<file path="src/rtl/lmd_pkg.sv">
// Package for the LED matrix frame driver: command codes, state and plan types,
// driver register addresses and the init word table. No dependencies.
`default_nettype none

package lmd_pkg;

  typedef enum logic [2:0] {
    OP_INIT   = 3'd0,
    OP_ON     = 3'd1,
    OP_OFF    = 3'd2,
    OP_TOGGLE = 3'd3,
    OP_ROW    = 3'd4,
    OP_COL    = 3'd5,
    OP_CLEAR  = 3'd6,
    OP_FILL   = 3'd7
  } op_e;

  typedef enum logic [1:0] {
    CLS_ERR,
    CLS_INIT,
    CLS_PIX,
    CLS_SWEEP
  } cls_e;

  typedef enum logic [1:0] {
    KIND_BIT,
    KIND_BYTE,
    KIND_ALL
  } kind_e;

  typedef enum logic [2:0] {
    S_IDLE,
    S_ERR,
    S_INIT,
    S_PEEK,
    S_TEST,
    S_SWEEP,
    S_DRAIN
  } state_e;

  typedef struct packed {
    kind_e      kind;
    logic       full;
    logic [2:0] digit;
    logic [2:0] bitpos;
    logic       level;
    logic       use_pat;
    logic       flip;
  } plan_t;

  localparam logic [3:0] REG_DIGIT0    = 4'd1;
  localparam logic [3:0] REG_DECODE    = 4'd9;
  localparam logic [3:0] REG_INTENSITY = 4'd10;
  localparam logic [3:0] REG_SCANLIMIT = 4'd11;
  localparam logic [3:0] REG_SHUTDOWN  = 4'd12;
  localparam logic [3:0] REG_TEST      = 4'd15;

  localparam logic [7:0] SCAN_ALL  = 8'h07;
  localparam logic [7:0] NO_DECODE = 8'h00;
  localparam logic [7:0] NORMAL_OP = 8'h01;
  localparam logic [7:0] TEST_OFF  = 8'h00;

  localparam logic [2:0] INIT_LAST_STEP = 3'd4;

  localparam logic CFG_ROTATION   = 1'b0;
  localparam logic CFG_BRIGHTNESS = 1'b1;

  localparam logic [3:0] BRIGHT_RESET = 4'h1;

  function automatic logic [3:0] init_reg(logic [2:0] step);
    logic [3:0] r;
    case (step)
      3'd0:    r = REG_SCANLIMIT;
      3'd1:    r = REG_DECODE;
      3'd2:    r = REG_SHUTDOWN;
      3'd3:    r = REG_TEST;
      default: r = REG_INTENSITY;
    endcase
    return r;
  endfunction

  function automatic logic [7:0] init_data(logic [2:0] step, logic [3:0] bright);
    logic [7:0] d;
    case (step)
      3'd0:    d = SCAN_ALL;
      3'd1:    d = NO_DECODE;
      3'd2:    d = NORMAL_OP;
      3'd3:    d = TEST_OFF;
      default: d = {4'h0, bright};
    endcase
    return d;
  endfunction

endpackage

`default_nettype wire

</file>
<file path="src/rtl/lmd_ram.sv">
// Generic simple dual-port RAM with one write port and a registered read port.
// No dependencies.
`default_nettype none

module lmd_ram #(
  parameter int WIDTH = 8,
  parameter int DEPTH = 32
) (
  input  wire logic                     clk_i,
  input  wire logic                     we_i,
  input  wire logic [$clog2(DEPTH)-1:0] waddr_i,
  input  wire logic [WIDTH-1:0]         wdata_i,
  input  wire logic [$clog2(DEPTH)-1:0] raddr_i,
  output logic      [WIDTH-1:0]         rdata_o
);

  logic [WIDTH-1:0] mem_q [DEPTH];
  logic [WIDTH-1:0] rdata_q;

  always_ff @(posedge clk_i) begin
    if (we_i) begin
      mem_q[waddr_i] <= wdata_i;
    end
    rdata_q <= mem_q[raddr_i];
  end

  assign rdata_o = rdata_q;

endmodule

`default_nettype wire

</file>
<file path="src/rtl/lmd_decode.sv">
// Command decoder: range check and mapping of logical coordinates to unit, digit
// line and bit for the current rotation. Depends on lmd_pkg.
`default_nettype none

module lmd_decode import lmd_pkg::*; #(
  parameter int UNITS = 4
) (
  input  wire op_e                                    op_i,
  input  wire logic [4:0]                             x_i,
  input  wire logic [4:0]                             y_i,
  input  wire logic [1:0]                             rot_i,
  output cls_e                                        cls_o,
  output plan_t                                       plan_o,
  output logic [((UNITS > 1) ? $clog2(UNITS) : 1)-1:0] unit_o
);

  localparam int LineCount = 8 * UNITS;
  localparam int UnitW = (UNITS > 1) ? $clog2(UNITS) : 1;
  localparam int UxW = UnitW + 2;
  localparam int CmpW = ($clog2(LineCount + 1) > 5) ? $clog2(LineCount + 1) : 6;

  logic [4:0]      xe;
  logic [4:0]      ye;
  logic [CmpW-1:0] w_len;
  logic [CmpW-1:0] h_len;
  logic            x_ok;
  logic            y_ok;
  logic [UxW-1:0]  xhi;
  logic [UxW-1:0]  yhi;
  logic [UxW-1:0]  units_m1;
  logic [UxW-1:0]  uext;
  logic [2:0]      dig;
  logic [2:0]      bpos;

  always_comb begin
    xe = (op_i == OP_ROW) ? 5'd0 : x_i;
    ye = (op_i == OP_COL) ? 5'd0 : y_i;
    w_len = rot_i[0] ? CmpW'(8) : CmpW'(LineCount);
    h_len = rot_i[0] ? CmpW'(LineCount) : CmpW'(8);
    x_ok = CmpW'(x_i) < w_len;
    y_ok = CmpW'(y_i) < h_len;
    xhi = {{UnitW{1'b0}}, xe[4:3]};
    yhi = {{UnitW{1'b0}}, ye[4:3]};
    units_m1 = UxW'(UNITS - 1);
    case (rot_i)
      2'd0: begin
        uext = xhi;
        dig  = ye[2:0];
        bpos = 3'd7 - xe[2:0];
      end
      2'd1: begin
        uext = units_m1 - yhi;
        dig  = xe[2:0];
        bpos = ye[2:0];
      end
      2'd2: begin
        uext = units_m1 - xhi;
        dig  = 3'd7 - ye[2:0];
        bpos = xe[2:0];
      end
      default: begin
        uext = yhi;
        dig  = 3'd7 - xe[2:0];
        bpos = 3'd7 - ye[2:0];
      end
    endcase
  end

  assign unit_o = uext[UnitW-1:0];

  always_comb begin
    plan_o = '0;
    plan_o.kind = KIND_ALL;
    cls_o = CLS_ERR;
    case (op_i)
      OP_INIT: begin
        cls_o = CLS_INIT;
      end
      OP_ON, OP_OFF, OP_TOGGLE: begin
        cls_o = (x_ok && y_ok) ? CLS_PIX : CLS_ERR;
        plan_o.kind = KIND_BIT;
        plan_o.digit = dig;
        plan_o.bitpos = bpos;
      end
      OP_ROW, OP_COL: begin
        if (op_i == OP_ROW) begin
          cls_o = y_ok ? CLS_SWEEP : CLS_ERR;
        end else begin
          cls_o = x_ok ? CLS_SWEEP : CLS_ERR;
        end
        if (rot_i[0] == (op_i == OP_ROW)) begin
          plan_o.kind = KIND_BIT;
          plan_o.full = 1'b1;
          plan_o.bitpos = bpos;
          plan_o.use_pat = 1'b1;
          plan_o.flip = rot_i[1];
        end else begin
          plan_o.kind = KIND_BYTE;
          plan_o.digit = dig;
          plan_o.flip = rot_i[0] ^ rot_i[1];
        end
      end
      OP_CLEAR: begin
        cls_o = CLS_SWEEP;
        plan_o.full = 1'b1;
      end
      OP_FILL: begin
        cls_o = CLS_SWEEP;
        plan_o.full = 1'b1;
        plan_o.level = 1'b1;
      end
      default: begin
        cls_o = CLS_ERR;
      end
    endcase
  end

endmodule

`default_nettype wire

</file>
<file path="src/rtl/lmd_merge.sv">
// Line merge: computes the new value of one native line from its old value and
// the latched command plan. Depends on lmd_pkg.
`default_nettype none

module lmd_merge import lmd_pkg::*; #(
  parameter int UNITS = 4
) (
  input  wire plan_t                                       plan_i,
  input  wire logic [((UNITS > 1) ? $clog2(UNITS) : 1)-1:0] target_i,
  input  wire logic [((UNITS > 1) ? $clog2(UNITS) : 1)-1:0] unit_i,
  input  wire logic [2:0]                                  digit_i,
  input  wire logic [31:0]                                 pattern_i,
  input  wire logic [7:0]                                  old_i,
  output logic      [7:0]                                  new_o
);

  localparam int UnitW = (UNITS > 1) ? $clog2(UNITS) : 1;
  localparam int UxW = UnitW + 2;

  logic [7:0]     pat_lo;
  logic           sel;
  logic [7:0]     mask;
  logic [7:0]     val;
  logic [UxW-1:0] r_ext;
  logic [7:0]     byte_v;
  logic [7:0]     byte_rev;

  always_comb begin
    pat_lo = pattern_i[7:0];
    sel = plan_i.level;
    if (plan_i.use_pat) begin
      sel = plan_i.flip ? pat_lo[digit_i] : pat_lo[3'd7 - digit_i];
    end
    r_ext = plan_i.flip ? {2'b00, unit_i} : UxW'(UNITS - 1) - {2'b00, unit_i};
    case (r_ext[1:0])
      2'd0:    byte_v = pattern_i[7:0];
      2'd1:    byte_v = pattern_i[15:8];
      2'd2:    byte_v = pattern_i[23:16];
      default: byte_v = pattern_i[31:24];
    endcase
    if (r_ext >= UxW'(4)) begin
      byte_v = 8'h00;
    end
    for (int i = 0; i < 8; i++) begin
      byte_rev[i] = byte_v[7 - i];
    end
    case (plan_i.kind)
      KIND_BIT: begin
        mask = (unit_i == target_i) ? (8'b1 << plan_i.bitpos) : 8'h00;
        val  = {8{sel}};
      end
      KIND_BYTE: begin
        mask = 8'hFF;
        val  = plan_i.flip ? byte_rev : byte_v;
      end
      default: begin
        mask = 8'hFF;
        val  = {8{plan_i.level}};
      end
    endcase
    new_o = (old_i & ~mask) | (val & mask);
  end

endmodule

`default_nettype wire

</file>
<file path="src/rtl/led_matrix_frame_driver_unit.sv">
// Top level of the LED matrix frame driver: sequencer, frame buffer RAM, config
// registers and output register. Depends on lmd_pkg, lmd_ram, lmd_decode, lmd_merge.
//
// A command beat is taken when start is high and busy is low. Each command
// produces zero or more driver words; each word is shown on the result ports for
// one cycle with strobe_o high, and the receiver cannot stall them.
// The frame buffer (8*UNITS lines) sits in one RAM with a registered read and is
// updated read-modify-write, one line per cycle, as its words are sent.
// A clear, fill or cross-line row or column refreshes the whole frame; a single-line
// row or column, or a pixel that changes, sends one digit line to every unit. An
// error or init sends its words straight from the sequencer; a pixel first reads its
// line and tests the bit, and sends nothing when the pixel is already in the asked
// state. Line words then follow one per cycle, paced by the single RAM read port.
// Reset clears the frame to zero through per-line valid bits, sets rotation to
// 0 and brightness to 1. Configuration writes take effect at once.
`default_nettype none

module led_matrix_frame_driver_unit import lmd_pkg::*; #(
  parameter int UNITS = 4
) (
  input  wire logic        clk_i,
  input  wire logic        rst_ni,
  input  wire logic        start,
  output logic             busy,
  input  wire logic [2:0]  op_i,
  input  wire logic [4:0]  x_pos_i,
  input  wire logic [4:0]  y_pos_i,
  input  wire logic [31:0] pattern_i,
  input  wire logic        cfg_we_i,
  input  wire logic        cfg_idx_i,
  input  wire logic [3:0]  cfg_wdata_i,
  output logic             strobe_o,
  output logic [3:0]       word_reg_o,
  output logic [7:0]       word_data_o,
  output logic             load_after_o,
  output logic             range_error_o
);

  localparam int LineCount = 8 * UNITS;
  localparam int RamAw = $clog2(LineCount);
  localparam int UnitW = (UNITS > 1) ? $clog2(UNITS) : 1;

  state_e state_q, state_d;

  logic [1:0] rot_q;
  logic [3:0] bright_q;

  cls_e             dec_cls;
  plan_t            dec_plan;
  logic [UnitW-1:0] dec_unit;

  plan_t            plan_q, plan_d;
  logic [UnitW-1:0] tu_q, tu_d;
  logic [31:0]      pattern_q, pattern_d;
  op_e              op_q, op_d;
  logic [UnitW-1:0] cnt_u_q, cnt_u_d;
  logic [2:0]       cnt_d_q, cnt_d_d;

  logic             pipe_vld_q, pipe_vld_d;
  logic [UnitW-1:0] pipe_u_q, pipe_u_d;
  logic [2:0]       pipe_dig_q, pipe_dig_d;

  logic [LineCount-1:0] valid_q;
  logic                 rvalid_q;

  logic             strobe_q, strobe_d;
  logic [3:0]       wreg_q, wreg_d;
  logic [7:0]       wdata_q, wdata_d;
  logic             load_q, load_d;
  logic             err_q, err_d;

  logic [UnitW+2:0] rd_sel;
  logic [UnitW+2:0] wr_sel;
  logic [RamAw-1:0] ram_raddr;
  logic [RamAw-1:0] ram_waddr;
  logic             ram_we;
  logic [7:0]       ram_rdata;
  logic [7:0]       line_rd;
  logic [7:0]       line_new;
  logic             acc;
  logic             cur_bit;
  logic             want;
  logic             cnt_at_end;
  logic             init_last;
  logic             sweep_last;

  lmd_decode #(.UNITS(UNITS)) u_decode (
    .op_i   (op_e'(op_i)),
    .x_i    (x_pos_i),
    .y_i    (y_pos_i),
    .rot_i  (rot_q),
    .cls_o  (dec_cls),
    .plan_o (dec_plan),
    .unit_o (dec_unit)
  );

  lmd_ram #(.WIDTH(8), .DEPTH(LineCount)) u_ram (
    .clk_i   (clk_i),
    .we_i    (ram_we),
    .waddr_i (ram_waddr),
    .wdata_i (line_new),
    .raddr_i (ram_raddr),
    .rdata_o (ram_rdata)
  );

  lmd_merge #(.UNITS(UNITS)) u_merge (
    .plan_i    (plan_q),
    .target_i  (tu_q),
    .unit_i    (pipe_u_q),
    .digit_i   (pipe_dig_q),
    .pattern_i (pattern_q),
    .old_i     (line_rd),
    .new_o     (line_new)
  );

  assign busy       = (state_q != S_IDLE);
  assign acc        = start && !busy;
  assign line_rd    = rvalid_q ? ram_rdata : 8'h00;
  assign cur_bit    = line_rd[plan_q.bitpos];
  assign cnt_at_end = (cnt_u_q == '0);
  assign init_last  = cnt_at_end && (cnt_d_q == INIT_LAST_STEP);
  assign sweep_last = cnt_at_end && (!plan_q.full || (cnt_d_q == 3'd7));
  assign ram_raddr  = rd_sel[RamAw-1:0];
  assign wr_sel     = {pipe_u_q, pipe_dig_q};

  always_comb begin
    case (op_q)
      OP_ON:   want = 1'b1;
      OP_OFF:  want = 1'b0;
      default: want = ~cur_bit;
    endcase
  end

  always_comb begin
    state_d = state_q;
    case (state_q)
      S_IDLE: begin
        if (acc) begin
          case (dec_cls)
            CLS_ERR:  state_d = S_ERR;
            CLS_INIT: state_d = S_INIT;
            CLS_PIX:  state_d = S_PEEK;
            default:  state_d = S_SWEEP;
          endcase
        end
      end
      S_ERR:   state_d = S_IDLE;
      S_INIT:  state_d = init_last ? S_IDLE : S_INIT;
      S_PEEK:  state_d = S_TEST;
      S_TEST:  state_d = (cur_bit == want) ? S_IDLE : S_SWEEP;
      S_SWEEP: state_d = sweep_last ? S_DRAIN : S_SWEEP;
      S_DRAIN: state_d = S_IDLE;
      default: state_d = S_IDLE;
    endcase
  end

  always_comb begin
    plan_d     = plan_q;
    tu_d       = tu_q;
    pattern_d  = pattern_q;
    op_d       = op_q;
    cnt_u_d    = cnt_u_q;
    cnt_d_d    = cnt_d_q;
    pipe_vld_d = 1'b0;
    pipe_u_d   = pipe_u_q;
    pipe_dig_d = pipe_dig_q;
    rd_sel     = {cnt_u_q, cnt_d_q};
    strobe_d   = 1'b0;
    wreg_d     = wreg_q;
    wdata_d    = wdata_q;
    load_d     = load_q;
    err_d      = err_q;
    ram_we     = 1'b0;
    ram_waddr  = wr_sel[RamAw-1:0];
    case (state_q)
      S_IDLE: begin
        if (acc) begin
          plan_d    = dec_plan;
          tu_d      = dec_unit;
          pattern_d = pattern_i;
          op_d      = op_e'(op_i);
          cnt_u_d   = UnitW'(UNITS - 1);
          cnt_d_d   = dec_plan.full ? 3'd0 : dec_plan.digit;
        end
      end
      S_ERR: begin
        strobe_d = 1'b1;
        wreg_d   = 4'h0;
        wdata_d  = 8'h00;
        load_d   = 1'b0;
        err_d    = 1'b1;
      end
      S_INIT: begin
        strobe_d = 1'b1;
        wreg_d   = init_reg(cnt_d_q);
        wdata_d  = init_data(cnt_d_q, bright_q);
        load_d   = cnt_at_end;
        err_d    = 1'b0;
        if (cnt_at_end) begin
          cnt_u_d = UnitW'(UNITS - 1);
          cnt_d_d = cnt_d_q + 3'd1;
        end else begin
          cnt_u_d = cnt_u_q - UnitW'(1);
        end
      end
      S_PEEK: begin
        rd_sel = {tu_q, plan_q.digit};
      end
      S_TEST: begin
        plan_d.level = want;
      end
      S_SWEEP: begin
        pipe_vld_d = 1'b1;
        pipe_u_d   = cnt_u_q;
        pipe_dig_d = cnt_d_q;
        if (cnt_at_end) begin
          cnt_u_d = UnitW'(UNITS - 1);
          cnt_d_d = cnt_d_q + 3'd1;
        end else begin
          cnt_u_d = cnt_u_q - UnitW'(1);
        end
      end
      default: begin
      end
    endcase
    if (pipe_vld_q) begin
      ram_we   = 1'b1;
      strobe_d = 1'b1;
      wreg_d   = REG_DIGIT0 + {1'b0, pipe_dig_q};
      wdata_d  = line_new;
      load_d   = (pipe_u_q == '0);
      err_d    = 1'b0;
    end
  end

  always_ff @(posedge clk_i or negedge rst_ni) begin
    if (!rst_ni) begin
      state_q    <= S_IDLE;
      pipe_vld_q <= 1'b0;
      strobe_q   <= 1'b0;
      valid_q    <= '0;
      rvalid_q   <= 1'b0;
      rot_q      <= 2'd0;
      bright_q   <= BRIGHT_RESET;
    end else begin
      state_q    <= state_d;
      pipe_vld_q <= pipe_vld_d;
      strobe_q   <= strobe_d;
      rvalid_q   <= valid_q[ram_raddr];
      if (ram_we) begin
        valid_q[ram_waddr] <= 1'b1;
      end
      if (cfg_we_i) begin
        case (cfg_idx_i)
          CFG_ROTATION:   rot_q <= cfg_wdata_i[1:0];
          CFG_BRIGHTNESS: bright_q <= cfg_wdata_i;
          default: begin
          end
        endcase
      end
    end
  end

  always_ff @(posedge clk_i) begin
    plan_q     <= plan_d;
    tu_q       <= tu_d;
    pattern_q  <= pattern_d;
    op_q       <= op_d;
    cnt_u_q    <= cnt_u_d;
    cnt_d_q    <= cnt_d_d;
    pipe_u_q   <= pipe_u_d;
    pipe_dig_q <= pipe_dig_d;
    wreg_q     <= wreg_d;
    wdata_q    <= wdata_d;
    load_q     <= load_d;
    err_q      <= err_d;
  end

  assign strobe_o      = strobe_q;
  assign word_reg_o    = wreg_q;
  assign word_data_o   = wdata_q;
  assign load_after_o  = load_q;
  assign range_error_o = err_q;

endmodule

`default_nettype wire

</file>
<file path="config.mk">
export PLATFORM = sky130hd
export DESIGN_NAME = led_matrix_frame_driver_unit
export DESIGN_NICKNAME = d
export VERILOG_FILES = /design/src/rtl/lmd_pkg.sv /design/src/rtl/lmd_ram.sv /design/src/rtl/lmd_decode.sv /design/src/rtl/lmd_merge.sv /design/src/rtl/led_matrix_frame_driver_unit.sv
export SDC_FILE = /design/constraint.sdc
export NUM_CORES = 1
export LEC_CHECK = 0
export BUFFER_PORTS_ARGS = -buffer_cell sky130_fd_sc_hd__buf_2
export CORE_AREA = 2 2 159 277
export CTS_CLUSTER_DIAMETER = 100
export DETAILED_ROUTE_END_ITERATION = 10
export DIE_AREA = 0 0 161 279
export SLEW_MARGIN = 30
export SYNTH_ARGS = -nofsm -noshare
export SYNTH_HDL_FRONTEND = slang
export SYNTH_HIERARCHICAL = 1
export SYNTH_SLANG_ARGS = --single-unit
</file>
<file path="constraint.sdc">
create_clock -name clk_i -period 5.55 [get_ports clk_i]
set_clock_uncertainty 0.2 [all_clocks]
set_input_delay 0.555 -clock clk_i [delete_from_list [all_inputs] [get_ports clk_i]]
set_output_delay 0.555 -clock clk_i [all_outputs]
set_load 0.03 [all_outputs]
</file>
# ---- Word-level counts from Yosys, hierarchy flattened
# Memories as Yosys holds them, arrays and structs flattened. A register that Yosys moved wholly into a read port is not among the register bits.
# Cells that the tools add are included.
# W data, S select, Z words.
dict set report word_totals {
  ram_bits 256
  output_inout_bits 16
  in_bits 54
  romBits 0
  word_cells 192
  n_memories 1
  reg_bits 117
  latchBits 0
}
dict set report classes {
  n_div 0
  addsub 9
  mul 0
  order_cmp 9
  eq_ne 31
  muxes 74
  shifts 1
  reduce_logical 34
  bitwise_logic 8
}
# memory depth width rd rd_ports_with_merged_regs write_ports line
set memory_table {}
lappend memory_table {u_ram.mem_q 32 8 1 1 1 lmd_ram.sv:17} ;# logic [WIDTH-1:0] mem_q [DEPTH];
# op n
set ops {}
lappend ops {{$mux W8} 6}
lappend ops {{$or A32 B32 Y32} 1}
lappend ops {{$pmux W8 S2} 2}
lappend ops {{$pmux W3 S3} 3}
lappend ops {{$eq A3 B3 Y1 const B} 8}
lappend ops {{$mux W3} 8}
lappend ops {{$pmux W8 S3} 1}
lappend ops {{$eq A3 B2 Y1 const B} 7}
lappend ops {{$mux W1} 18}
lappend ops {{$mux W2} 9}
lappend ops {{$and A8 B8 Y8} 2}
lappend ops {{$mux W5} 3}
lappend ops {{$pmux W3 S5} 1}
lappend ops {{$eq A3 B1 Y1 const B} 4}
lappend ops {{$logic_not A2 Y1} 6}
lappend ops {{$lt A3 B4 Y1 const B} 3}
lappend ops {{$lt A5 B6 Y1} 2}
lappend ops {{$lt A5 B6 Y1 const B} 2}
lappend ops {{$mux W6} 2}
lappend ops {{$pmux W3 S4} 1}
lappend ops {{$pmux W4 S3} 1}
lappend ops {{$pmux W6 S2} 1}
lappend ops {{$pmux W1 S2} 5}
lappend ops {{$reduce_and A2 Y1} 5}
lappend ops {{other kinds (37)} 65}

# ---- Depth between registers and ports, before layout
dict set report logic_depth {
  ltp_word 10
  mapped_depth 9
  mapped_depth_nobuf 7
}

# ---- Cells and area by module
# Netlist, hierarchy kept.
# mod seq_area_each_um2 instances cells_each area_per_inst_um2
set by_module_without_submodules {}
lappend by_module_without_submodules {lmd_ram 7847.5 1 417 10053.4}
lappend by_module_without_submodules {led_matrix_frame_driver_unit 3284.4 1 370 5126.2}
lappend by_module_without_submodules {lmd_merge 0.0 1 134 1042.2}
lappend by_module_without_submodules {lmd_decode 0.0 1 103 634.4}

# ---- Least setup slack after synthesis
# Ideal clock, no wire load.
dict set report synth_path {
  path_type {register to register}
  from {reg plan_q[8] (netlist bit)}
  to {reg u_ram.rdata_q[0], in the netlist u_ram/rdata_o[0] (read register of u_ram.mem_q)}
  t_arrival_ps 2763
  synth_period_minus_slack_ps 3084
  path_slack_ps 2466
  t_required_ps 5229
  setup_time_ps 121
  stages_incl_launch_ff 9
  path_buffers 4
  path_cell_list {edfxtp_1 -> clkbuf_1 -> mux2_2 -> buf_2 -> clkbuf_1 -> clkbuf_1 -> mux4_2 -> mux4_2 -> mux2_2}
}
dict set report synth_between {
  elab_chain_len 1
}
# item line
set synth_rtl {}
lappend synth_rtl {{start, declared} led_matrix_frame_driver_unit.sv:52} ;# plan_t plan_q, plan_d;
lappend synth_rtl {{start signal, assigned} led_matrix_frame_driver_unit.sv:265} ;# plan_q <= plan_d;
lappend synth_rtl {{$mux W5} led_matrix_frame_driver_unit.sv:175} ;# case (state_q)
lappend synth_rtl {{via ram_raddr[2]} led_matrix_frame_driver_unit.sv:74} ;# logic [RamAw-1:0] ram_raddr;
lappend synth_rtl {{end, declared} lmd_ram.sv:18} ;# logic [WIDTH-1:0] rdata_q;
# The timed path passes the listed nets, and every way through them passes these cells.
# A chain may end at the register's enable or synchronous reset.

# ---- Final worst setup path
dict set report layout_path {
  from {reg state_q[1]}
  to {reg u_ram.rdata_q[7], in the netlist u_ram/rdata_o[7] (read register of u_ram.mem_q)}
}
dict set report layout_between {
  elab_chain_len 2
}
# item line
set layout_rtl {}
lappend layout_rtl {{start, declared} led_matrix_frame_driver_unit.sv:43} ;# state_e state_q, state_d;
lappend layout_rtl {{start signal, assigned} led_matrix_frame_driver_unit.sv:246} ;# state_q <= state_d;
lappend layout_rtl {{$eq A3 B2 Y1} led_matrix_frame_driver_unit.sv:175}
lappend layout_rtl {{$mux W5} led_matrix_frame_driver_unit.sv:175}
lappend layout_rtl {{via ram_raddr[0]} led_matrix_frame_driver_unit.sv:74}
# The timed path passes the listed nets, and every way through them passes these cells.

==> results.cfg <==
[place]
post-place-ws_ns = 1.624
routabilityCongestion = 0.8484
hpwl_um = 28780
port_buffers = 69

[route]
routed_wl_um = 40930
vias = 9494
drtIter0Drc = 654
drc_errors = 0
first_pass_iters = 5
wl_per_cell_um = 24.01
detail-route-antenna-nets = 0
avgViaCountPerCell = 5.568

[worst_hold_path]
hp-class = in2reg
holdPathStages = 1
min-delay-start = pattern_i[13]
hold-path-endpoint = pattern_q[13]

[grt]
antenna_found_initial = 0
grtUsageTotal_pct = 18.36
grt_pass1_wl_um = 61110
grt_overflow = 0
grt_max_degree = 50
grt_pass1_vias = 10040

[clocking]
clk_path_buf_depth = 3
ctsResizeCount = 0
cts_buffers = 35
clk_pin_slew_ns = 0.07
post-cts-setup-buffer-count = 0
ctsHoldBuffers = 29
cts.sinks = 381
cts_root_buffer = clkbuf_16
cts_max_level = 2
cts_tree = yes
clk_latency_ns = 0.54

[finish]
antennaDiodeCount = 0
synthToLayoutAreaGrowth_pct = 14.70
nets = 1188
drive_gt1_share_pct = 27.27

[power]
switching_share_pct = 31.44
p_total_w = 0.009534
peakVddDrop_uv = 328.9
powerDensity_nw_per_um2 = 493.1
combPwrFrac_pct = 28.4
clkPwrFrac_pct = 27.2
p_sw_w = 0.002997
power.leakage_nw = 6.717
sequentialPowerShare_pct = 44.4
p_int_w = 0.006537

[worst_setup_path]
crit_fanout = 35
timing.rr.end = u_ram/rdata_o[7]
crit_type = reg2reg
crit_path_end_kind = flop
r2r_cells = 7
r2r-start = state_q[1]
rrSetupSlack_ns = 1.67
arrival_ns = 4.10
worstPathRequired_ns = 5.78
startpoint_type = flop

[synth]
synth_top_area_share_pct = 58.43
synth_area_per_cell_um2 = 16.46
synth_edf_count = 328
async_reset_ff_share_pct = 11.55
ys_top_cells_by_area = edfxtp_1, mux4_2, dfrtp_1, mux2i_1, mux2_2
synth-seq-cells = 381
ys_seq_area_share_pct = 66.04
synthesis.area_um2 = 16860
yosysTopAreaCell = edfxtp_1
synth_cell_type_count = 71
synth_warnings = 6
syn_nets = 1095
synthesis.instances = 1024
synth_ff_type = edfxtp_1

[floorplan]
die_area_um2 = 44920
core_area_um2 = 42540
num_rows = 100
io_pins = 70
initial_core_util_pct = 39.62
fp.dieH_um = 279
die_x_um = 161

[timing]
worst_pin_slew_ns = 1.061
period_share_pct = 69.85
period_minus_slack_ns = 3.877
maxSlewViolCount = 0
final.setup.tns_ns = 0
finalHoldViolCount = 0
maxSlewHeadroom_pct = 29.03
max_freq_mhz = 257.9
worst_slack_ns = 1.673
rsz0062_at_grt = false
setup-violations-final = 0

[run]
maxCapViolCount = 0

[run_status]
status = completed
-- critical path: stages, from the launching register on --
cell	delay [ns]
dfrtp_1	0.57
nand3b_4	0.31
mux2i_2	0.35
inv_4	0.56
buf_12	0.35
mux4_2	0.58
mux4_2	0.52
mux2_2	0.28
-- routing by layer --
metal  share of wire, %  GRT usage, %  vias to the layer above
li1                   -             -                     4250
met1                 34         18.50                     4909
met2                 59         36.99                      240
met3                2.7         1.768                       95
met4                4.6         8.677                        0
met5                  0             0                        -
-- power by group through the flow --
stage / registers [W] / clock network (W) / logic, W
final: 0.00424 / 0.00259 / 0.00271
after global placement: 0.00430 / 0 / 0.00266
after global routing: 0.00428 / 0.00275 / 0.00294
after CTS: 0.00424 / 0.00264 / 0.00274
after floorplan: 0.00422 / 0 / 0.00192
after detailed placement: 0.00430 / 0 / 0.00271
-- Yosys cell counts, types with 11 or more instances --
cell,n
mux2i_1,62
a21oi_1,19
and2_1,14
nor2_1,52
inv_1,24
a22oi_1,11
edfxtp_1,328
nand2_1,50
mux2_2,21
o21ai_0,31
clkbuf_1,20
nor2b_1,20
o21bai_1,19
mux4_2,88
ha_1,17
a31o_2,12
nand3_1,34
dfrtp_1,43
-- stage by stage --
step           utilization (%)  instance area [µm²]  hold slack, ns  std cells
6_report                 45.45                19330         0.02289       1705
3_3_place_gp             41.61                17700          0.2510       1612
4_1_cts                  45.43                19330        0.001748       1705
2_1_floorplan                -                16860         0.05941       1024
5_1_grt                  45.45                19330         0.01015       1705
3_5_place_dp             41.78                17770          0.2542       1612
-- state kept, by name, summed over array words and instances, names as in the netlist, 4 cells and up --
| register | flops |
|---|---|
| bright_q | 4 |
| pattern_q | 32 |
| plan_q | 12 |
| u_ram/mem_q | 256 |
| u_ram/rdata_o | 8 |
| valid_q | 32 |
| word_data_o | 8 |
| word_reg_o | 4 |
-- worst max path at each step --
stage	from	cells past startpoint	end	slack, ns
final	state_q[1]	7	u_ram/rdata_o[7]	1.67
after global routing	state_q[1]	7	u_ram/rdata_o[7]	1.39
after CTS	state_q[0]	7	u_ram/rdata_o[7]	1.62
after detailed placement	state_q[0]	7	u_ram/rdata_o[7]	1.62
after global placement	state_q[1]	7	u_ram/rdata_o[7]	1.68
after floorplan	plan_q[8]	8	u_ram/rdata_o[0]	2.47
-- cell families (layout without fill, tap and decap cells) --
group,Yosys count,after routing,share of synthesized area (%)
buffers and inverters,75,195,2.212
DFF,381,381,66.04
and+or+nand+nor,226,226,6.963
xor gates and xnor gates,6,6,0.4677
muxes,172,172,16.92
AOI/OAI and AO/OA,147,147,6.131
adders and majority gates,17,17,1.262
-- layout make-up --
| class | instances | area [µm²] |
|---|---|---|
| fill | 3773 | 23210 |
| inverter | 24 | 93.84 |
| clock buffer | 46 | 1010 |
| timing repair buffer | 107 | 718.2 |
| sequential | 381 | 11130 |
| clock inverter | 18 | 251.5 |
| multi-input combinational | 568 | 5428 |
| tap | 561 | 701.9 |
-- placed cells by master, fill, tap and decap left out, types with 5 or more instances in the layout --
| cell | count |
|---|---|
| dlygate4sd3_1 | 29 |
| buf_2 | 68 |
| and2_1 | 14 |
| a31o_2 | 12 |
| nand3_1 | 34 |
| mux2i_1 | 62 |
| nor3_1 | 7 |
| clkbuf_16 | 37 |
| bufinv_16 | 5 |
| ha_1 | 17 |
| a21oi_1 | 19 |
| o22ai_1 | 7 |
| edfxtp_1 | 328 |
| nand2_1 | 50 |
| dfrtp_1 | 43 |
| nand3b_1 | 9 |
| nand2b_1 | 6 |
| mux4_2 | 88 |
| nor2_2 | 27 |
| clkbuf_8 | 5 |
| o22a_2 | 7 |
| and3_1 | 6 |
| buf_4 | 9 |
| mux2_2 | 21 |
| nand4_1 | 6 |
| o21ai_1 | 6 |
| o21ai_0 | 30 |
| nor2_1 | 25 |
| o21bai_1 | 19 |
| a22oi_1 | 11 |
| inv_1 | 22 |
| clkinvlp_4 | 5 |
| dfxtp_1 | 9 |
| nor2b_1 | 20 |
No activity file was read; power rests on OpenSTA's default activity.
